--- src/design/gser_pkg.sv ---
// ----------------------------------------------------------------------------
// gser_pkg
// Shared types and constants for the smoothing filter: register map and
// configuration port sizes.
// ----------------------------------------------------------------------------
`timescale 1ns / 1ps

package gser_pkg;

  localparam int APB_ADDR_BITS = 5;
  localparam int APB_DATA_BITS = 32;
  localparam int TAP_FIELD_BITS = 16;

  typedef logic [2:0] reg_idx_t;

  localparam reg_idx_t REG_HALF_WIDTH = 3'd0;
  localparam reg_idx_t REG_COEF_PAIR0 = 3'd1;
  localparam reg_idx_t REG_COEF_PAIR1 = 3'd2;
  localparam reg_idx_t REG_COEF_PAIR2 = 3'd3;
  localparam reg_idx_t REG_COEF_PAIR3 = 3'd4;

  localparam logic [2:0] HALF_WIDTH_RESET = 3'd3;
  localparam logic [31:0] COEF_PAIR0_RESET = 32'hFFFF_FFFF;

endpackage

--- src/design/gaussian_smoother_edge_renorm.sv ---
// ----------------------------------------------------------------------------
// gaussian_smoother_edge_renorm
// Symmetric FIR smoother with edge renormalization, one shared
// multiply-accumulate and a shift-subtract divider under a small sequencer.
//
// Usage:
//   Samples of a record enter on the s_* stream; s_tlast marks the last one.
//   Smoothed items leave on the m_* stream, lagging the input by half_width
//   items; the last input of a record flushes all owed outputs and the
//   final one carries m_tlast. The user must set taps and half_width over
//   APB only while the block is idle; the block does not enforce this.
//   Per output: a check state, a multiply and an accumulate state per tap
//   used (up to 2*half_width+1), a divider setup state, a divider producing
//   SAMPLE_BITS+1 quotient bits in turn (skipped on a zero tap sum) and an
//   output load state. An input item takes the idle and check states plus
//   the work for each output it releases. s_tready is high only while the
//   sequencer is idle. Results sit in an output register; a new input item
//   is accepted while it waits. When the receiver stalls, the sequencer
//   holds its next result until the register is free.
//   Reset (rst, synchronous) clears the record counters and the sequencer,
//   sets half_width to 3, coef_pair_0 to all ones and the other taps to 0.
// ----------------------------------------------------------------------------
`timescale 1ns / 1ps

module gaussian_smoother_edge_renorm
  import gser_pkg::*;
#(
  parameter int MAX_HALF    = 7,
  parameter int SAMPLE_BITS = 16,
  parameter int COEF_BITS   = 16
) (
  input  logic                                 clk,
  input  logic                                 rst,
  // s_tdata: sample_in
  input  logic                                 s_tvalid,
  output logic                                 s_tready,
  input  logic [((SAMPLE_BITS + 7) / 8) * 8-1:0] s_tdata,
  input  logic                                 s_tlast,
  // m_tdata: smoothed
  output logic                                 m_tvalid,
  input  logic                                 m_tready,
  output logic [((SAMPLE_BITS + 7) / 8) * 8-1:0] m_tdata,
  output logic                                 m_tlast,
  input  logic                                 psel,
  input  logic                                 penable,
  input  logic                                 pwrite,
  input  logic [APB_ADDR_BITS-1:0]             paddr,
  input  logic [APB_DATA_BITS-1:0]             pwdata,
  output logic [APB_DATA_BITS-1:0]             prdata,
  output logic                                 pready
);

  localparam int TDW    = ((SAMPLE_BITS + 7) / 8) * 8;
  localparam int WIN    = 2 * MAX_HALF + 1;
  localparam int JW     = $clog2(WIN);
  localparam int XW     = JW + 4;
  localparam int SW     = $clog2(WIN + 1);
  localparam int PW     = $clog2(MAX_HALF + 2);
  localparam int TAPW   = (COEF_BITS < TAP_FIELD_BITS) ? COEF_BITS : TAP_FIELD_BITS;
  localparam int PRW    = SAMPLE_BITS + TAPW + 1;
  localparam int ACCW   = PRW + JW;
  localparam int DENW   = TAPW + JW;
  localparam int QB     = SAMPLE_BITS + 1;
  localparam int QCW    = $clog2(QB);

  localparam logic [2:0] ST_IDLE  = 3'd0;
  localparam logic [2:0] ST_CHECK = 3'd1;
  localparam logic [2:0] ST_MUL   = 3'd2;
  localparam logic [2:0] ST_ACC   = 3'd3;
  localparam logic [2:0] ST_DIVS  = 3'd4;
  localparam logic [2:0] ST_DIV   = 3'd5;
  localparam logic [2:0] ST_OUT   = 3'd6;

  logic [2:0]                     state;
  logic [2:0]                     half_width;
  logic [31:0]                    coef0, coef1, coef2, coef3;
  logic signed [SAMPLE_BITS-1:0]  window [WIN];
  logic [SW-1:0]                  seen;
  logic [PW-1:0]                  pending;
  logic                           end_r;
  logic [JW-1:0]                  j;
  logic [JW-1:0]                  hi;
  logic [JW-1:0]                  age;
  logic signed [PRW-1:0]          prod;
  logic signed [ACCW-1:0]         acc;
  logic [DENW-1:0]                den;
  logic signed [SAMPLE_BITS-1:0]  center;
  logic                           neg;
  logic [ACCW-1:0]                rem;
  logic [ACCW-1:0]                dsh;
  logic [QB-1:0]                  quo;
  logic [QCW-1:0]                 qcnt;
  logic                           den_zero;

  logic [2:0]                     m_cur;
  logic [2:0]                     floor_cnt;
  logic [XW-1:0]                  a_x, m_x, lo_x, hi_x, seen_m1_x;
  logic [JW-1:0]                  tap_ofs_full;
  logic [2:0]                     tap_ofs;
  logic [31:0]                    coef_word;
  logic [TAPW-1:0]                tap_cur;
  logic [ACCW-1:0]                mag;
  logic [ACCW-1:0]                num;
  logic                           ge;
  logic signed [SAMPLE_BITS-1:0]  result;
  logic                           out_free;
  logic                           last_out;
  reg_idx_t                       reg_idx;

  assign pready  = 1'b1;
  assign reg_idx = paddr[4:2];

  always_comb begin
    prdata = '0;
    case (reg_idx)
      REG_HALF_WIDTH: prdata = {29'd0, half_width};
      REG_COEF_PAIR0: prdata = coef0;
      REG_COEF_PAIR1: prdata = coef1;
      REG_COEF_PAIR2: prdata = coef2;
      REG_COEF_PAIR3: prdata = coef3;
      default:        prdata = '0;
    endcase
  end

  always_ff @(posedge clk) begin
    if (rst) begin
      half_width <= HALF_WIDTH_RESET;
      coef0      <= COEF_PAIR0_RESET;
      coef1      <= '0;
      coef2      <= '0;
      coef3      <= '0;
    end else if (psel && penable && pwrite && pready) begin
      case (reg_idx)
        REG_HALF_WIDTH: half_width <= pwdata[2:0];
        REG_COEF_PAIR0: coef0 <= pwdata;
        REG_COEF_PAIR1: coef1 <= pwdata;
        REG_COEF_PAIR2: coef2 <= pwdata;
        REG_COEF_PAIR3: coef3 <= pwdata;
        default: ;
      endcase
    end
  end

  always_comb begin
    if (int'(half_width) > MAX_HALF) begin
      m_cur = 3'(MAX_HALF);
    end else begin
      m_cur = half_width;
    end
    floor_cnt    = end_r ? 3'd0 : m_cur;
    a_x          = XW'(pending) - XW'(1);
    m_x          = XW'(m_cur);
    lo_x         = (a_x > m_x) ? (a_x - m_x) : '0;
    seen_m1_x    = XW'(seen) - XW'(1);
    hi_x         = ((a_x + m_x) > seen_m1_x) ? seen_m1_x : (a_x + m_x);
    tap_ofs_full = (j > age) ? (j - age) : (age - j);
    tap_ofs      = tap_ofs_full[2:0];
  end

  always_comb begin
    unique case (tap_ofs[2:1])
      2'd0: coef_word = coef0;
      2'd1: coef_word = coef1;
      2'd2: coef_word = coef2;
      2'd3: coef_word = coef3;
    endcase
    tap_cur = tap_ofs[0] ? coef_word[TAP_FIELD_BITS +: TAPW] : coef_word[0 +: TAPW];
  end

  always_comb begin
    mag = acc[ACCW-1] ? (~acc + ACCW'(1)) : acc;
    num = mag + ACCW'(den >> 1);
    ge  = rem >= dsh;
  end

  always_comb begin
    if (den_zero) begin
      result = center;
    end else if (!neg) begin
      if (quo >= QB'(1) << (SAMPLE_BITS - 1)) begin
        result = {1'b0, {(SAMPLE_BITS - 1){1'b1}}};
      end else begin
        result = quo[SAMPLE_BITS-1:0];
      end
    end else begin
      if (quo > QB'(1) << (SAMPLE_BITS - 1)) begin
        result = {1'b1, {(SAMPLE_BITS - 1){1'b0}}};
      end else begin
        result = SAMPLE_BITS'(~quo + QB'(1));
      end
    end
  end

  assign out_free = !m_tvalid || m_tready;
  assign last_out = end_r && (pending == PW'(1));
  assign s_tready = (state == ST_IDLE);

  always_ff @(posedge clk) begin
    if (s_tvalid && s_tready) begin
      window[0] <= s_tdata[SAMPLE_BITS-1:0];
      for (int i = 1; i < WIN; i++) begin
        window[i] <= window[i-1];
      end
    end
  end

  always_ff @(posedge clk) begin
    if (rst) begin
      state    <= ST_IDLE;
      seen     <= '0;
      pending  <= '0;
      end_r    <= 1'b0;
      m_tvalid <= 1'b0;
    end else begin
      if (state == ST_OUT && out_free) begin
        m_tvalid <= 1'b1;
      end else if (m_tvalid && m_tready) begin
        m_tvalid <= 1'b0;
      end
      unique case (state)
        ST_IDLE: begin
          if (s_tvalid) begin
            end_r <= s_tlast;
            if (int'(seen) < WIN) begin
              seen <= seen + SW'(1);
            end
            if (int'(pending) < MAX_HALF + 1) begin
              pending <= pending + PW'(1);
            end
            state <= ST_CHECK;
          end
        end
        ST_CHECK: begin
          if (XW'(pending) > XW'(floor_cnt)) begin
            state <= ST_MUL;
          end else begin
            state <= ST_IDLE;
          end
        end
        ST_MUL:  state <= ST_ACC;
        ST_ACC:  state <= (j == hi) ? ST_DIVS : ST_MUL;
        ST_DIVS: state <= (den == '0) ? ST_OUT : ST_DIV;
        ST_DIV:  state <= (qcnt == '0) ? ST_OUT : ST_DIV;
        ST_OUT: begin
          if (out_free) begin
            pending  <= pending - PW'(1);
            if (last_out) begin
              seen <= '0;
            end
            state <= ST_CHECK;
          end
        end
        default: state <= ST_IDLE;
      endcase
    end
  end

  always_ff @(posedge clk) begin
    unique case (state)
      ST_CHECK: begin
        age <= a_x[JW-1:0];
        j   <= lo_x[JW-1:0];
        hi  <= hi_x[JW-1:0];
        acc <= '0;
        den <= '0;
      end
      ST_MUL: begin
        prod <= PRW'(window[j]) * $signed({1'b0, tap_cur});
        den  <= den + DENW'(tap_cur);
        if (j == age) begin
          center <= window[j];
        end
      end
      ST_ACC: begin
        acc <= acc + ACCW'(prod);
        j   <= j + JW'(1);
      end
      ST_DIVS: begin
        neg      <= acc[ACCW-1];
        den_zero <= (den == '0);
        rem      <= num;
        dsh      <= ACCW'(den) << (QB - 1);
        qcnt     <= QCW'(QB - 1);
        quo      <= '0;
      end
      ST_DIV: begin
        if (ge) begin
          rem <= rem - dsh;
        end
        quo  <= {quo[QB-2:0], ge};
        dsh  <= dsh >> 1;
        qcnt <= qcnt - QCW'(1);
      end
      ST_OUT: begin
        if (out_free) begin
          m_tdata <= TDW'({{(TDW - SAMPLE_BITS){1'b0}}, result});
          m_tlast <= last_out;
        end
      end
      default: ;
    endcase
  end

  a_pending_le_seen: assert property (@(posedge clk) disable iff (rst)
    SW'(pending) <= seen)
    else $error("owed outputs exceed samples held");

  a_record_closes: assert property (@(posedge clk) disable iff (rst)
    (state == ST_OUT && out_free && last_out) |=> (seen == '0 && pending == '0))
    else $error("record counters not cleared after final output");

  a_div_nonzero: assert property (@(posedge clk) disable iff (rst)
    (state == ST_DIV) |-> (dsh != '0 || qcnt == '0) && !den_zero)
    else $error("divider running on a zero tap sum");

endmodule
--- config.mk ---
export PLATFORM = sky130hd
export DESIGN_NAME = gaussian_smoother_edge_renorm
export DESIGN_NICKNAME = d
export VERILOG_FILES = /design/src/design/gser_pkg.sv /design/src/design/gaussian_smoother_edge_renorm.sv
export SDC_FILE = /design/constraint.sdc
export NUM_CORES = 2
export LEC_CHECK = 0
export ABC_AREA = 1
export BUFFER_PORTS_ARGS = -buffer_cell sky130_fd_sc_hd__buf_2
export CORE_MARGIN = 2
export CORE_UTILIZATION = 25
export DETAILED_ROUTE_END_ITERATION = 7
export MAX_ROUTING_LAYER = met4
export PLACE_DENSITY = 0.42
export SKIP_CTS_REPAIR_TIMING = 1
export SLEW_MARGIN = 15
export SYNTH_ARGS = -nofsm -noshare
export SYNTH_HDL_FRONTEND = slang
export SYNTH_SLANG_ARGS = --single-unit
--- constraint.sdc ---
create_clock -name clk -period 13.63 [get_ports clk]
set_input_delay 2.726 -clock clk [delete_from_list [all_inputs] [get_ports clk]]
set_output_delay 2.726 -clock clk [all_outputs]
set_load 0.005 [all_outputs]
Yosys cells after proc, flatten, opt, wreduce, memory -nomap -nowiden
Memory sizes are Yosys's and may differ from the RTL's. A register that Yosys moved wholly into a read port is not among the register bits.
Cells that the tools add are included.
{"block": "totals", "register_bits": 377, "mem_bits_rw": 240, "output_inout_bits": 52, "wordCells": 148, "mem_count": 1}
{"name": "window", "words": 15, "word_bits": 16, "read_ports": 15, "rd_clocked_by_memory_dff": 1, "write_ports": 15, "line": "gaussian_smoother_edge_renorm.sv:77", "text": "logic signed [SAMPLE_BITS-1:0] window [WIN];"}
{"block": "classes", "add_sub_neg": 17, "mul": 1, "n_lt_le_gt_ge": 9, "eq_ne": 22, "muxes": 41, "n_bitwise": 2, "n_reduce_logical": 30}
{"cell": "$pmux W37 S2", "count": 3}
{"cell": "$pmux W32 S5", "count": 1}
{"cell": "$pmux W32 S4", "count": 1}
{"cell": "$mux W16", "count": 5}
{"cell": "$mux W37", "count": 2}
{"cell": "$mux W4", "count": 10}
{"cell": "$pmux W20 S2", "count": 1}
{"cell": "$add A37 B19 Y37", "count": 1}
{"cell": "$add A37 B2 Y37 const B", "count": 1}
{"cell": "$add A37 B33 Y37", "count": 1}
{"cell": "$ge A37 B37 Y1", "count": 1}
{"cell": "$not A37 Y37", "count": 1}
{"cell": "$sub A37 B37 Y37", "count": 1}
{"cell": "$pmux W17 S2", "count": 1}
{"cell": "$mul A16 B17 Y33", "count": 1}
{"cell": "$pmux W4 S2", "count": 3}
{"cell": "$pmux W3 S7", "count": 1}
{"cell": "$add A20 B16 Y20", "count": 1}
{"cell": "$logic_not A20 Y1", "count": 1}
{"cell": "$reduce_and A2 Y1", "count": 10}
{"cell": "$ge A17 B16 Y1 const B", "count": 1}
{"cell": "$gt A17 B16 Y1 const B", "count": 1}
{"cell": "$add A16 B1 Y16 const B", "count": 1}
{"cell": "$not A16 Y16", "count": 1}
{"cell": "34 further kinds", "count": 71}

Longest topological paths before layout
{"block": "depth", "word_depth": 7, "ltp_mapped": 43, "depth_no_buf": 41}

Worst setup path before layout
Ideal clock, no wire load.
{"block": "synth_path", "path_kind": "input port to flip-flop", "start": "input port s_tvalid", "end": "register end_r", "arrival_time_ps": 13493, "slack_ps": -9, "stages": 4, "path_buffers": 0, "path_cell_list": "inv_1 -> nor2_1 -> o21ai_0 -> a21oi_1"}
{"block": "synth_via", "elab_chain_len": 1}
{"element": "from (decl)", "line": "gaussian_smoother_edge_renorm.sv:35", "text": "input logic s_tvalid,"}
{"element": "$reduce_and A2 Y1 (no line)"}
{"element": "to (signal assigned)", "line": "gaussian_smoother_edge_renorm.sv:223", "text": "end_r <= s_tlast;"}
{"element": "to (decl)", "line": "gaussian_smoother_edge_renorm.sv:80", "text": "logic end_r;"}
Every way passes these cells.
A chain may end at the register's enable or synchronous reset.

Worst setup path after layout
{"block": "layout_path", "start": "register j[0]", "end": "register prod[29], data pin"}
{"block": "layout_via", "elab_chain_len": 6, "word_cells_on_any_way": 11, "cone_classes": "add/sub: 2; mul: 1; order compare: 1; eq/ne: 3; mux: 3; reduce/logical: 1"}
{"element": "from (decl)", "line": "gaussian_smoother_edge_renorm.sv:81", "text": "logic [JW-1:0] j;"}
{"element": "from (signal assigned)", "line": "gaussian_smoother_edge_renorm.sv:262", "text": "j <= lo_x[JW-1:0];"}
{"element": "from (signal assigned)", "line": "gaussian_smoother_edge_renorm.sv:276", "text": "j <= j + JW'(1);"}
{"element": "$gt A4 B4 Y1 / $sub A3 B3 Y3 (equally long branches)", "line": "gaussian_smoother_edge_renorm.sv:156", "text": "tap_ofs_full = (j > age) ? (j - age) : (age - j);"}
{"element": "$mux W3 (*)", "line": "gaussian_smoother_edge_renorm.sv:156"}
{"element": "$eq A2 B2 Y1, or another cell as far along", "line": "gaussian_smoother_edge_renorm.sv:161", "text": "unique case (tap_ofs[2:1])"}
{"element": "$pmux W32 S4", "line": "gaussian_smoother_edge_renorm.sv:161"}
{"element": "$mux W16 (*)", "line": "gaussian_smoother_edge_renorm.sv:167", "text": "tap_cur = tap_ofs[0] ? coef_word[TAP_FIELD_BITS +: TAPW] : coef_word[0 +: TAPW];"}
{"element": "$mul A16 B17 Y33 (*)", "line": "gaussian_smoother_edge_renorm.sv:268", "text": "prod <= PRW'(window[j]) * $signed({1'b0, tap_cur});"}
{"element": "to (signal assigned)", "line": "gaussian_smoother_edge_renorm.sv:268"}
{"element": "to (decl)", "line": "gaussian_smoother_edge_renorm.sv:84", "text": "logic signed [PRW-1:0] prod;"}
Every way passes the cells marked *; elsewhere a longest branch is shown, timed or not.

==> results.tsv <==
metric	value	unit
status	finished clean	
Die ar.	172000	um^2
WP data required	14080	ps
Critical Path Max Stage Delay	760	ps
Least-Margin Pin Slew	1020	ps
fin util	0.285	
setup TNS	0	ps
Rel. slew slack	0.320	
startpoint types	flip-flop	
Initial Util	0.252	
synth top area cells	edfxtp_1, fa_1, ha_1, nand2_1, dfxtp_1	
most common cell after layout, fill and taps aside	nand2_1	
Synth Register Bits	620	
worst path arrival time	10000	ps
critical path type	reg2reg	
top cell type's share of synthesized area	0.335	
CTS tree	built	
Post-synth EDFFs	472	
sequential area share after synthesis	0.406	
CTS buffer count	78	
Final WS setup	4080	ps
IO Pins	113	
Via density	4.70	
Worst Setup EP	prod[29]$_DFFE_PP_	
NumNets Final	5542	
Mapped Cells	4948	
Peak Freq	105	MHz
gpl congestion	0.882	
Worst-Skew Late Latency	720	ps
first-pass GRT wire length	207000	um
Final min period	9550	ps
worst reg2reg path endpoint	prod[29]$_DFFE_PP_	
dominant synthesized flop cell	edfxtp_1	
Rows	150	
worst r2r src	j[0]$_DFFE_PN_	
pre-CTS setup slack	4100	ps
max_cap viols	0	
global route total overflow	0	
Yosys Warn Count	0	
CP startpoint	j[0]$_DFFE_PN_	
fin area	47800	um^2
R2R Setup Slk	4080	ps
Routed Antenna Nets	0	
Post-Syn Nets	5470	
Iter 0 DRT Violations	2210	
final hold vios	0	
wire per inst	18.5	um
CTS root buf	clkbuf_16	
share of cells above drive strength 1	0.0687	
most frequent cells in the layout	nand2_1, nor2_1, inv_1	
Hold Path Class	reg2reg	
Die H	415	um
total global-route track usage	0.159	
Die Span X	415	um
antenna violations before repair	20	
area leader, netlist	edfxtp_1	
PortBufs	109	
setup violators final	0	
DP Wirelength	97000	um
largest fanout on the critical path	29	
Total Wirelength	135000	um
drt pass-1 iters	7	
Final Max Slew Viols	0	
number of cells on the worst reg-to-reg path	34	
largest net degree at the start of global routing	88	
Final Skew	71.4	ps
Yosys cell types	62	
clk slew on worst S/H paths	60	ps
nature of the critical path endpoint	flip-flop	
Core Area	168000	um^2
# DRC	0	
H-tree levels	3	
via count	34300	
P&R area growth vs syn	13.0	%
mean area per synthesized cell	8.54	um^2
RSZ-0062 raised after global routing	false	
Area after DPL	45200	um^2
Critical-path top delay cell	nand3_2	
vias in the first global route	34500	
Clock Tree Buf Depth	3	
Clock Sinks	620	
period utilization	0.701	
asr flop ratio synth	0	
mapped cell area	42300	um^2
## how the worst min path moves through the flow
| stage | cells after the start | start | slack [ps] | to |
|---|---|---|---|---|
| floorplan | 0 | window[10][0]$_DFFE_PP_ | 420 | window[11][0]$_DFFE_PP_ |
| global placement | 0 | window[2][15]$_DFFE_PP_ | 420 | window[3][15]$_DFFE_PP_ |
| detailed placement | 0 | window[9][9]$_DFFE_PP_ | 430 | window[10][9]$_DFFE_PP_ |
| CTS | 0 | window[3][12]$_DFFE_PP_ | 440 | window[4][12]$_DFFE_PP_ |
| global route | 0 | window[6][6]$_DFFE_PP_ | 450 | window[7][6]$_DFFE_PP_ |
| finish | 0 | window[3][12]$_DFFE_PP_ | 440 | window[4][12]$_DFFE_PP_ |
## per-layer routing
layer	routed length, um	GRT usage	vias to the layer above	share of wire
met4	4050	0.0484	0	0.030
met2	60600	0.249	733	0.45
met5	0	-	-	0
li1	-	-	16800	-
met1	63800	0.210	16600	0.47
met3	6460	0.0270	189	0.048
## stage by stage
stage,hold WS (ps),cells
after floorplan,421,4948
after global placement,422,7144
after detailed placement,426,7144
after CTS,438,7284
after global routing,446,7296
final,435,7296
## area by class of cell
type	instances	area [um^2]
clock buffers	104	2110
inverters	686	2590
repair buffers	153	876
well taps	2204	2760
multi-input cells	3481	21900
flip-flops and latches	620	17100
clock inverters	36	410
diodes	12	30.0
fillers	18100	120000
## synth_stat cells, types with 24 or more instances
cell      number
a21o_1        24
a21oi_1      388
a221o_1       26
buf_2         24
clkbuf_1     112
dfxtp_1      148
edfxtp_1     472
fa_1         202
ha_1         259
inv_1        654
nand2_1      836
nand3_1      185
nand4_1       35
nor2_1       660
nor3_1        33
o211ai_1      25
o21ai_0      431
o221ai_1      35
o22ai_1       74
xnor2_1       36
xor2_1        57
## registers in the layout (all words and copies together), names as in the netlist, 16 cells and up, named ones only
register / count
window: 240
coef1: 32
coef0: 32
m_tdata: 16
den: 20
prod: 33
coef3: 32
rem: 37
dsh: 36
center: 16
quo: 17
acc: 37
coef2: 32
## kinds of logic (layout without fill, tap and decap cells)
| logic type | count (synthesis) | in the layout | share of synthesized area |
|---|---|---|---|
| other | 1 | 13 | 0.0000888 |
| AND/OR/NAND/NOR | 1812 | 1812 | 0.174 |
| AO/OA/AOI/OAI | 1113 | 1113 | 0.150 |
| multiplexers | 1 | 1 | 0.000266 |
| flip-flops | 620 | 620 | 0.406 |
| adder cells (fa/ha/maj) | 461 | 461 | 0.172 |
| XOR/XNOR | 93 | 93 | 0.0193 |
| buffers and inverters | 847 | 979 | 0.0784 |
## critical path, delay by kind of cell, from the launching register on
family,cells,cell delay [ps]
DFF,1,490
AOI/OAI and AO/OA,7,2050
adders and majority gates,9,4070
buffers and inverters,8,700
and+or+nand+nor,10,1930
Power is left out: the tool's default activity adds up to more than one toggle a clock period on the data nets, which glitch-free logic cannot reach.
